### src/sv/ksgsba_pkg.sv
package ksgsba_pkg;

	localparam int WORD_W = 64;
	localparam int UQ_W = 63;
	localparam int WGT_W = 33;
	localparam int NODE_W = 3;
	localparam int CFG_IDX_W = 2;

	// register indexes on the configuration port
	localparam logic [CFG_IDX_W-1:0] CFG_CB_TWO = 2'd0;
	localparam logic [CFG_IDX_W-1:0] CFG_GRAV_X = 2'd1;
	localparam logic [CFG_IDX_W-1:0] CFG_GRAV_Y = 2'd2;
	localparam logic [CFG_IDX_W-1:0] CFG_GRAV_Z = 2'd3;

	// point queue between front and back
	localparam int QDEPTH = 2;
	localparam int QPTR_W = (QDEPTH > 1) ? $clog2(QDEPTH) : 1;
	localparam int QCNT_W = $clog2(QDEPTH + 1);

	// root unit step counts (2 bits per step for sqrt, 3 for cbrt)
	localparam int SQRT_STEPS = 48;
	localparam int CBRT_STEPS = 43;
	localparam int ROOT_CNT_W = 6;

	localparam logic signed [WORD_W-1:0] Q_MAX = 64'sh7FFF_FFFF_FFFF_FFFF;
	localparam logic signed [WORD_W-1:0] Q_MIN = 64'sh8000_0000_0000_0000;

	// one finished point handed from front to back
	typedef struct packed {
		logic signed [WORD_W-1:0] tke;
		logic signed [WORD_W-1:0] vol;
		logic signed [WORD_W-1:0] gx;
		logic signed [WORD_W-1:0] gy;
		logic signed [WORD_W-1:0] gz;
		logic [UQ_W-1:0]          subv;
		logic [NODE_W-1:0]        node;
	} point_t;

	function automatic logic signed [WORD_W-1:0] qadd(
		input logic signed [WORD_W-1:0] a,
		input logic signed [WORD_W-1:0] b
	);
		logic signed [WORD_W-1:0] r;
		r = a + b;
		if (a[WORD_W-1] == b[WORD_W-1] && r[WORD_W-1] != a[WORD_W-1])
			r = a[WORD_W-1] ? Q_MIN : Q_MAX;
		return r;
	endfunction

	function automatic logic signed [WORD_W-1:0] qsub(
		input logic signed [WORD_W-1:0] a,
		input logic signed [WORD_W-1:0] b
	);
		logic signed [WORD_W-1:0] r;
		r = a - b;
		if (a[WORD_W-1] != b[WORD_W-1] && r[WORD_W-1] != a[WORD_W-1])
			r = a[WORD_W-1] ? Q_MIN : Q_MAX;
		return r;
	endfunction

endpackage

### src/sv/ksgsba_queue.sv
module ksgsba_queue (
	input  logic                clk,
	input  logic                arst_n,
	input  logic                push,
	input  ksgsba_pkg::point_t  push_data,
	input  logic                pop,
	output ksgsba_pkg::point_t  head,
	output logic                full,
	output logic                empty
);
	import ksgsba_pkg::*;

	point_t            mem_q [QDEPTH];
	logic [QPTR_W-1:0] wr_q, rd_q;
	logic [QCNT_W-1:0] cnt_q;

	assign full = (cnt_q == QCNT_W'(QDEPTH));
	assign empty = (cnt_q == '0);
	assign head = mem_q[rd_q];

	always_ff @(posedge clk) begin
		if (push)
			mem_q[wr_q] <= push_data;
	end

	// pointers wrap at the queue depth
	always_ff @(posedge clk or negedge arst_n) begin
		if (!arst_n) begin
			wr_q <= '0;
			rd_q <= '0;
			cnt_q <= '0;
		end else begin
			if (push)
				wr_q <= (wr_q == QPTR_W'(QDEPTH - 1)) ? '0 : wr_q + QPTR_W'(1);
			if (pop)
				rd_q <= (rd_q == QPTR_W'(QDEPTH - 1)) ? '0 : rd_q + QPTR_W'(1);
			if (push && !pop)
				cnt_q <= cnt_q + QCNT_W'(1);
			else if (pop && !push)
				cnt_q <= cnt_q - QCNT_W'(1);
		end
	end
endmodule

### config.mk
export PLATFORM = sky130hd
export DESIGN_NAME = ksgsba_queue
export DESIGN_NICKNAME = d
export VERILOG_FILES = /design/src/sv/ksgsba_pkg.sv /design/src/sv/ksgsba_queue.sv
export SDC_FILE = /design/constraint.sdc
export NUM_CORES = 1
export LEC_CHECK = 0
export BUFFER_PORTS_ARGS = -buffer_cell sky130_fd_sc_hd__buf_2
export CAP_MARGIN = 0
export CORE_AREA = 2 2 299 301
export DETAILED_ROUTE_END_ITERATION = 8
export DIE_AREA = 0 0 301 303
export PLACE_DENSITY = 0.58
export SLEW_MARGIN = 20
export SYNTH_ARGS = -nofsm -noshare
export SYNTH_HDL_FRONTEND = slang
export SYNTH_SLANG_ARGS = --single-unit
export TNS_END_PERCENT = 20
### constraint.sdc
create_clock -name clk -period 44.9 [get_ports clk]
set_clock_uncertainty 0.1 [all_clocks]
set_input_delay 6.735 -clock clk [delete_from_list [all_inputs] [get_ports clk]]
set_output_delay 6.735 -clock clk [all_outputs]
set_load 0.01 [all_outputs]
==> results of run 1 <==
## state kept, by name (all words and copies together), names as in the netlist
signal,flops
wr_q,1
mem_q,772
rd_q,1
cnt_q,2
## stage by stage
step / hold WS, ps / setup WS, ps / total power [mW]
after floorplan: 355 / 20310 / 1.50
after global placement: 378 / 34110 / 1.64
after CTS: 390 / 33260 / 2.32
final: 387 / 33430 / 2.28
after detailed placement: 377 / 33980 / 1.65
after global routing: 417 / 33080 / 2.39
## cell usage after synthesis
library cell | number | share of area
edfxtp_1 | 772 | 0.82
mux2_2 | 386 | 0.15
buf_6 | 38 | 0.015
buf_2 | 5 | 0.00089
dfrtp_1 | 4 | 0.0036
xor2_1 | 4 | 0.0012
nor2_1 | 2 | 0.00027
nor2b_1 | 2 | 0.00044
and2_1 | 1 | 0.00022
ha_1 | 1 | 0.00044
inv_1 | 1 | 0.00013
xnor2_1 | 1 | 0.00031
## logic make-up (layout without fill, tap and decap cells)
kind of cell	Yosys count	count (layout)
xor gates and xnor gates	5	5
other	0	14
and+or+nand+nor	5	5
muxes	386	386
DFF	776	776
buffers and inverters	44	939
adders and majority gates	1	1
## final timing paths
check	start	end	slack, ps	depth (start not counted)
setup / recovery	rd_q	head[182]	33430	5
hold / removal	cnt_q[1]	cnt_q[1]	390	1
setup reg to reg	wr_q	mem_q[1][48]	40760	4
hold reg to reg	cnt_q[1]	cnt_q[1]	390	1
max in group asynchronous	arst_n	rd_q	38750	1
min in group asynchronous	arst_n	wr_q	5810	1
## worst reg2reg max path, cell delays in order (launching register included)
cell and delay (ps):
dfrtp_1 430, and2_4 700, buf_4 790, buf_4 870
buf_4 810
## power groups by stage
stage                     Clock [mW]  Combinational, mW  Sequential (mW)
final                          0.656              0.625            0.999
after detailed placement           0              0.638             1.02
after global routing           0.704              0.671             1.01
after global placement             0              0.633             1.01
after floorplan                    0              0.416             1.08
after CTS                      0.675              0.641             1.00
## cells in the final DEF (no fill, tap or decap)
master and n:
buf_2 777, edfxtp_1 772, mux2_2 386, clkbuf_16 85, clkinv_2 16, clkbuf_1 16
clkinv_1 15, diode_2 14, buf_4 14, bufinv_16 8, xor2_1 4, inv_6 4
dfrtp_1 3, nor2_1 2, clkinvlp_4 2, inv_1 1, and2_4 1, nor2b_1 1
nor2b_4 1, xnor2_1 1, ha_1 1, buf_12 1, dfrtp_4 1
## routing by layer
metal / global-route usage / share of wire / routed length (um)
met1: 0.142 / 0.35 / 23200
met2: 0.237 / 0.52 / 33900
met5: 0 / 0.0016 / 105
met3: 0.0519 / 0.089 / 5840
met4: 0.0689 / 0.035 / 2310
## cell type report
type	instances	area, um^2	share of cell area
Sequential cell	776	23300	0.650
Antenna cell	14	35.0	0.000977
Multi-Input combinational cell	397	4440	0.124
Inverter	1	3.75	0.000105
Timing Repair Buffer	792	4010	0.112
Tap cell	1165	1460	0.0407
Clock inverter	45	427	0.0119
Clock buffer	101	2190	0.0610
==> results.py, run 1 <==
metrics = {
    "clock_network": {
        "cts_buffer_depth": 3,
        "clk_pin_slew_worst_paths_ps": 60,
        "cts.sinks": 776,
        "cts-buffers-inserted": 81,
        "cts_setup_buffers": 0,
        "clock_latency_ps": 620,
        "cts_tree": "built",
        "cts.repair.resized": 0,
        "cts.hold.buffers_added": 0,
        "cts-htree-levels": 3,
        "cts_root_buffer": "clkbuf_16",
    },
    "place": {
        "io_buffers": 777,
        "dp_hpwl_um": 45900,
        "dp_cells": 3131,
        "gp_congestion": 0.816,
        "place_area_um2": 33200,
    },
    "hold_path": {
        "min_path_type": "flip-flop to flip-flop",
    },
    "power_and_ir_drop": {
        "switching_power_mw": 0.653,
        "p_leak_nw": 13.3,
        "seqPwrFrac": 0.438,
        "power_frac_clock": 0.288,
        "worst_ir_drop_vdd_v": 0.0000593,
        "power_frac_comb": 0.274,
        "power_density_nw_per_um2": 63.6,
        "switching_share": 0.286,
        "power.internal_mw": 1.63,
    },
    "setup_path": {
        "endpoint_kind": "output pin",
        "cp_num_buf_inv": 4,
        "startpoint_type": "flip-flop",
        "arrival_ps": 4640,
        "path_cells": "buf_4 -> buf_4 -> buf_4 -> mux2_2 -> buf_2",
        "cp_top_family": "buffers and inverters",
        "cp_slowest_cell": "buf_4",
        "path_class": "flip-flop to output pin",
        "crit_path_max_fanout": 72,
        "critPathRequiredTime_ps": 38070,
        "slowest_delay_ps": 850,
        "cp_common_cell": "buf_4",
    },
    "yosys": {
        "syn_area_um2": 28200,
        "syn-instance-count": 1217,
        "synth-xor-area-share": 0.00155,
        "synthMuxAreaShare": 0.154,
        "synth.yosys.seq_area_share": 0.827,
        "ys_types": 12,
        "synth_top_family_by_area": "multiplexers",
        "synth-seq-cells": 776,
        "yosysWarnings": 0,
        "syn_avg_cell_area_um2": 23.1,
        "syn-num-nets": 1608,
        "synth_adder_area_share": 0.000444,
        "synth-compound-area-share": 0,
        "synthSimpleGateAreaFrac": 0.000933,
    },
    "die": {
        "die_h_um": 303,
        "rows": 109,
        "die_area_um2": 91200,
        "core_area_um2": 88000,
        "die_w_um": 301,
        "io_pins": 778,
        "initial_core_util": 0.320,
    },
    "drt": {
        "first_iter_violations": 761,
        "postRouteAntennaNets": 0,
        "viasPerCell": 4.39,
        "dr.pass1.iters": 7,
        "routed_wl_um": 65400,
        "vias": 14400,
        "wl_per_cell_um": 19.9,
        "drc": 0,
    },
    "layout": {
        "nFillCells": 8006,
        "drive_gt1_frac": 0.614,
        "fin_cells": 3291,
        "syn2layout_area_growth_pct": 27.3,
        "stdcell_area_um2": 35800,
        "final_core_util": 0.408,
        "nets": 2440,
    },
    "sta": {
        "setup_viol": 0,
        "timing.slew.headroom": 0.294,
        "tns_ps": 0,
        "period_needed_ps": 11470,
        "rsz0062_at_grt": "no",
        "worst_pin_slew_ps": 1060,
        "slew_viol_final": 0,
        "layout_worst_path_cycle_share": 0.256,
        "fmax_mhz": 87.2,
        "hold_viol": 0,
    },
    "global_routing": {
        "grt_pass1_wl_um": 92100,
        "grt_pass1_vias": 15300,
        "grt_max_degree": 147,
        "overflow": 0,
        "antenna_found_initial": 25,
        "grt_usage": 0.136,
    },
    "run_status": {
        "outcome": "finished, final reports clean",
    },
    "job": {
        "cap_viol_max_count": 0,
    },
}
Note: power is estimated with default switching activity, not from simulation.
==> run 2: changes to the inputs <==
--- a/config.mk
+++ b/config.mk
@@ -5,12 +5,13 @@
 export SDC_FILE = /design/constraint.sdc
 export NUM_CORES = 1
 export LEC_CHECK = 0
+export ABC_AREA = 1
 export BUFFER_PORTS_ARGS = -buffer_cell sky130_fd_sc_hd__buf_2
 export CAP_MARGIN = 0
-export CORE_AREA = 2 2 299 301
+export CORE_AREA = 2 2 298 300
 export DETAILED_ROUTE_END_ITERATION = 8
-export DIE_AREA = 0 0 301 303
-export PLACE_DENSITY = 0.58
+export DIE_AREA = 0 0 300 302
+export PLACE_DENSITY = 0.59
 export SLEW_MARGIN = 20
 export SYNTH_ARGS = -nofsm -noshare
 export SYNTH_HDL_FRONTEND = slang
==> constraint.sdc (replaced) <==
create_clock -name clk -period 11.45 [get_ports clk]
set_clock_uncertainty 0.1 [all_clocks]
set_input_delay 1.7175 -clock clk [delete_from_list [all_inputs] [get_ports clk]]
set_output_delay 1.7175 -clock clk [all_outputs]
set_load 0.01 [all_outputs]
==> run 2 against run 1 <==
Against the previous run: global-route usage increased by 0.32 points; routed wire length increased by 1.2%; worst hold slack improved by 25 ps; sequential power increased to 3.9 times the previous value; sequential share of layout area decreased by 0.10 points; combinational power increased to 4.0 times the previous value; non-clock buffer count decreased by 2; critical path depth unchanged; synthesized cell count increased by 0.74%; critical path type unchanged; largest power group unchanged.
==> results.py, run 2 <==
metrics = {
    "run_status": {
        "outcome": "finished, final reports clean",
    },
    "place": {
        "dp_hpwl_um": 46200,
        "gp_congestion": 0.842,
        "place_area_um2": 33200,
        "io_buffers": 777,
        "dp_cells": 3137,
    },
    "layout": {
        "drive_gt1_frac": 0.611,
        "nFillCells": 7961,
        "register_area_um2": 23300,
        "layout_common_cells": "buf_2 (777), edfxtp_1 (772), mux2_2 (386), clkbuf_16 (82), clkinv_1 (18)",
        "top_regs": "mem_q: 772 flops, cnt_q: 2 flops",
        "fin_cells": 3297,
        "stdcell_area_um2": 35900,
        "final_common_cell": "buf_2",
        "multi_input_comb_area_um2": 4430,
        "top_register": "mem_q",
        "syn2layout_area_growth_pct": 27.4,
        "nets": 2448,
        "largest_register_ffs": 772,
        "final_core_util": 0.410,
    },
    "power_and_ir_drop": {
        "worst_ir_drop_vdd_v": 0.000213,
        "power.total_mw": 8.90,
        "power_density_nw_per_um2": 248,
        "p_leak_nw": 13.3,
    },
    "clock_network": {
        "cts_root_buffer": "clkbuf_16",
        "clock_latency_ps": 630,
        "clk_pin_slew_worst_paths_ps": 50,
        "cts-htree-levels": 3,
        "cts_buffer_depth": 3,
        "cts.hold.buffers_added": 0,
        "cts_setup_buffers": 0,
        "cts_tree": "built",
        "cts.sinks": 776,
        "cts.repair.resized": 0,
        "cts-buffers-inserted": 82,
    },
    "job": {
        "cap_viol_max_count": 0,
    },
    "drt": {
        "wl_per_cell_um": 20.1,
        "vias": 14500,
        "postRouteAntennaNets": 0,
        "viasPerCell": 4.38,
        "routed_wl_um": 66100,
        "dr.pass1.iters": 5,
        "first_iter_violations": 663,
        "drc": 0,
    },
    "die": {
        "die_area_um2": 90600,
        "die_h_um": 302,
        "initial_core_util": 0.322,
        "die_w_um": 300,
        "io_pins": 778,
        "rows": 109,
        "core_area_um2": 87600,
    },
    "yosys": {
        "synth-edff-count": 772,
        "synth_top_family_by_area": "multiplexers",
        "synth_commonest_cells": "edfxtp_1 (772), mux2_2 (386), buf_6 (38)",
        "syn-instance-count": 1226,
        "synthFlopType": "edfxtp_1",
        "synth-xor-area-share": 0.000932,
        "yosysTopAreaCell": "edfxtp_1",
        "synth_adder_area_share": 0.000444,
        "yosysWarnings": 0,
        "synthSimpleGateAreaFrac": 0.00146,
        "synth.yosys.seq_area_share": 0.826,
        "syn-num-nets": 1617,
        "yosys.area.top_type_share": 0.822,
        "synth-seq-cells": 776,
        "synthArstFlopShare": 0.00515,
        "synthMuxAreaShare": 0.154,
        "syn_area_um2": 28200,
        "synth_area_leaders": "edfxtp_1 (82%), mux2_2 (15%), buf_6 (1.5%), dfrtp_1 (0.36%), inv_1 (0.093%)",
        "ys_types": 13,
        "synth.most_common_cell": "edfxtp_1",
        "syn_avg_cell_area_um2": 23.0,
        "synth-compound-area-share": 0,
    },
    "global_routing": {
        "grt_pass1_wl_um": 94100,
        "grt_usage": 0.139,
        "grt_max_degree": 188,
        "overflow": 0,
        "antenna_found_initial": 23,
        "grt_pass1_vias": 15600,
    },
    "setup_path": {
        "critPathRequiredTime_ps": 9630,
        "path_class": "flip-flop to output pin",
        "crit_path_max_fanout": 187,
        "arrival_ps": 4090,
        "r2r_setup_slack_ps": 7790,
        "endpoint_kind": "output pin",
        "startpoint_type": "flip-flop",
    },
    "sta": {
        "period_needed_ps": 5910,
        "hold_viol": 0,
        "tns_ps": 0,
        "slew_viol_final": 0,
        "setup_viol": 0,
        "timing.slew.headroom": 0.267,
        "rsz0062_at_grt": "no",
        "fmax_mhz": 169,
        "layout_worst_path_cycle_share": 0.516,
        "worst_pin_slew_ps": 1100,
    },
    "hold_path": {
        "min_path_type": "flip-flop to flip-flop",
    },
}
run 2: cell count changes after synthesis, sizes merged:
| cell | change |
|---|---|
| inv | +6 |
| nand4 | +1 |
| nand3 | +1 |
| xor2 | -2 |
| nor2 | +1 |
| and2 | -1 |
| nor2b | -2 |
| nand2 | +5 |
run 2: logic make-up after synthesis:
family | Yosys count
fa+ha+maj | 1
flops | 776
simple gates | 10
xor+xnor | 3
buf+inv | 50
mux | 386
run 2: where the power goes:
group          leakage (nW)  switching, mW  internal (mW)
logic                  4.73           1.39           1.08
registers              7.29          0.123           3.77
clock network          1.27           1.09           1.44
total                  13.3           2.60           6.30
run 2: cell type report:
cell class	count	share of cell area
multi-input cells	400	0.124
flip-flops and latches	776	0.649
diodes	13	0.000906
clock inverters	52	0.0145
well taps	1165	0.0406
clock buffers	94	0.0584
inverters	7	0.000941
repair buffers	790	0.113
run 2: path summary, 6_finish.rpt:
kind,startpoint,to,cells after the start
max in group asynchronous,arst_n,rd_q,1
worst max-delay path,rd_q,head[117],5
worst min-delay path,cnt_q[1],cnt_q[1],2
worst max register to register,wr_q,mem_q[0][209],3
worst min register to register,cnt_q[1],cnt_q[1],2
min in group asynchronous,arst_n,wr_q,1
run 2: routing by layer:
metal  track usage  vias up  wire [um]
li1              -     6599          -
met1         0.141     7134      22900
met2         0.253      573      35300
met3        0.0539      135       5770
met4        0.0587       12       2110
met5             0        -         91
run 2: worst max-delay path, cell delays in order, from the launching register on:
cell	delay [ps]
dfrtp_4	410
buf_12	730
buf_4	660
buf_4	840
mux2_2	420
buf_2	140
run 2: metrics by stage:
stage          hold slack (ps)  setup WS, ps
3_3_place_gp               391          6370
6_report                   412          5540
3_5_place_dp               414          6230
4_1_cts                    426          5510
5_1_grt                    458          5330
2_1_floorplan              363          1400
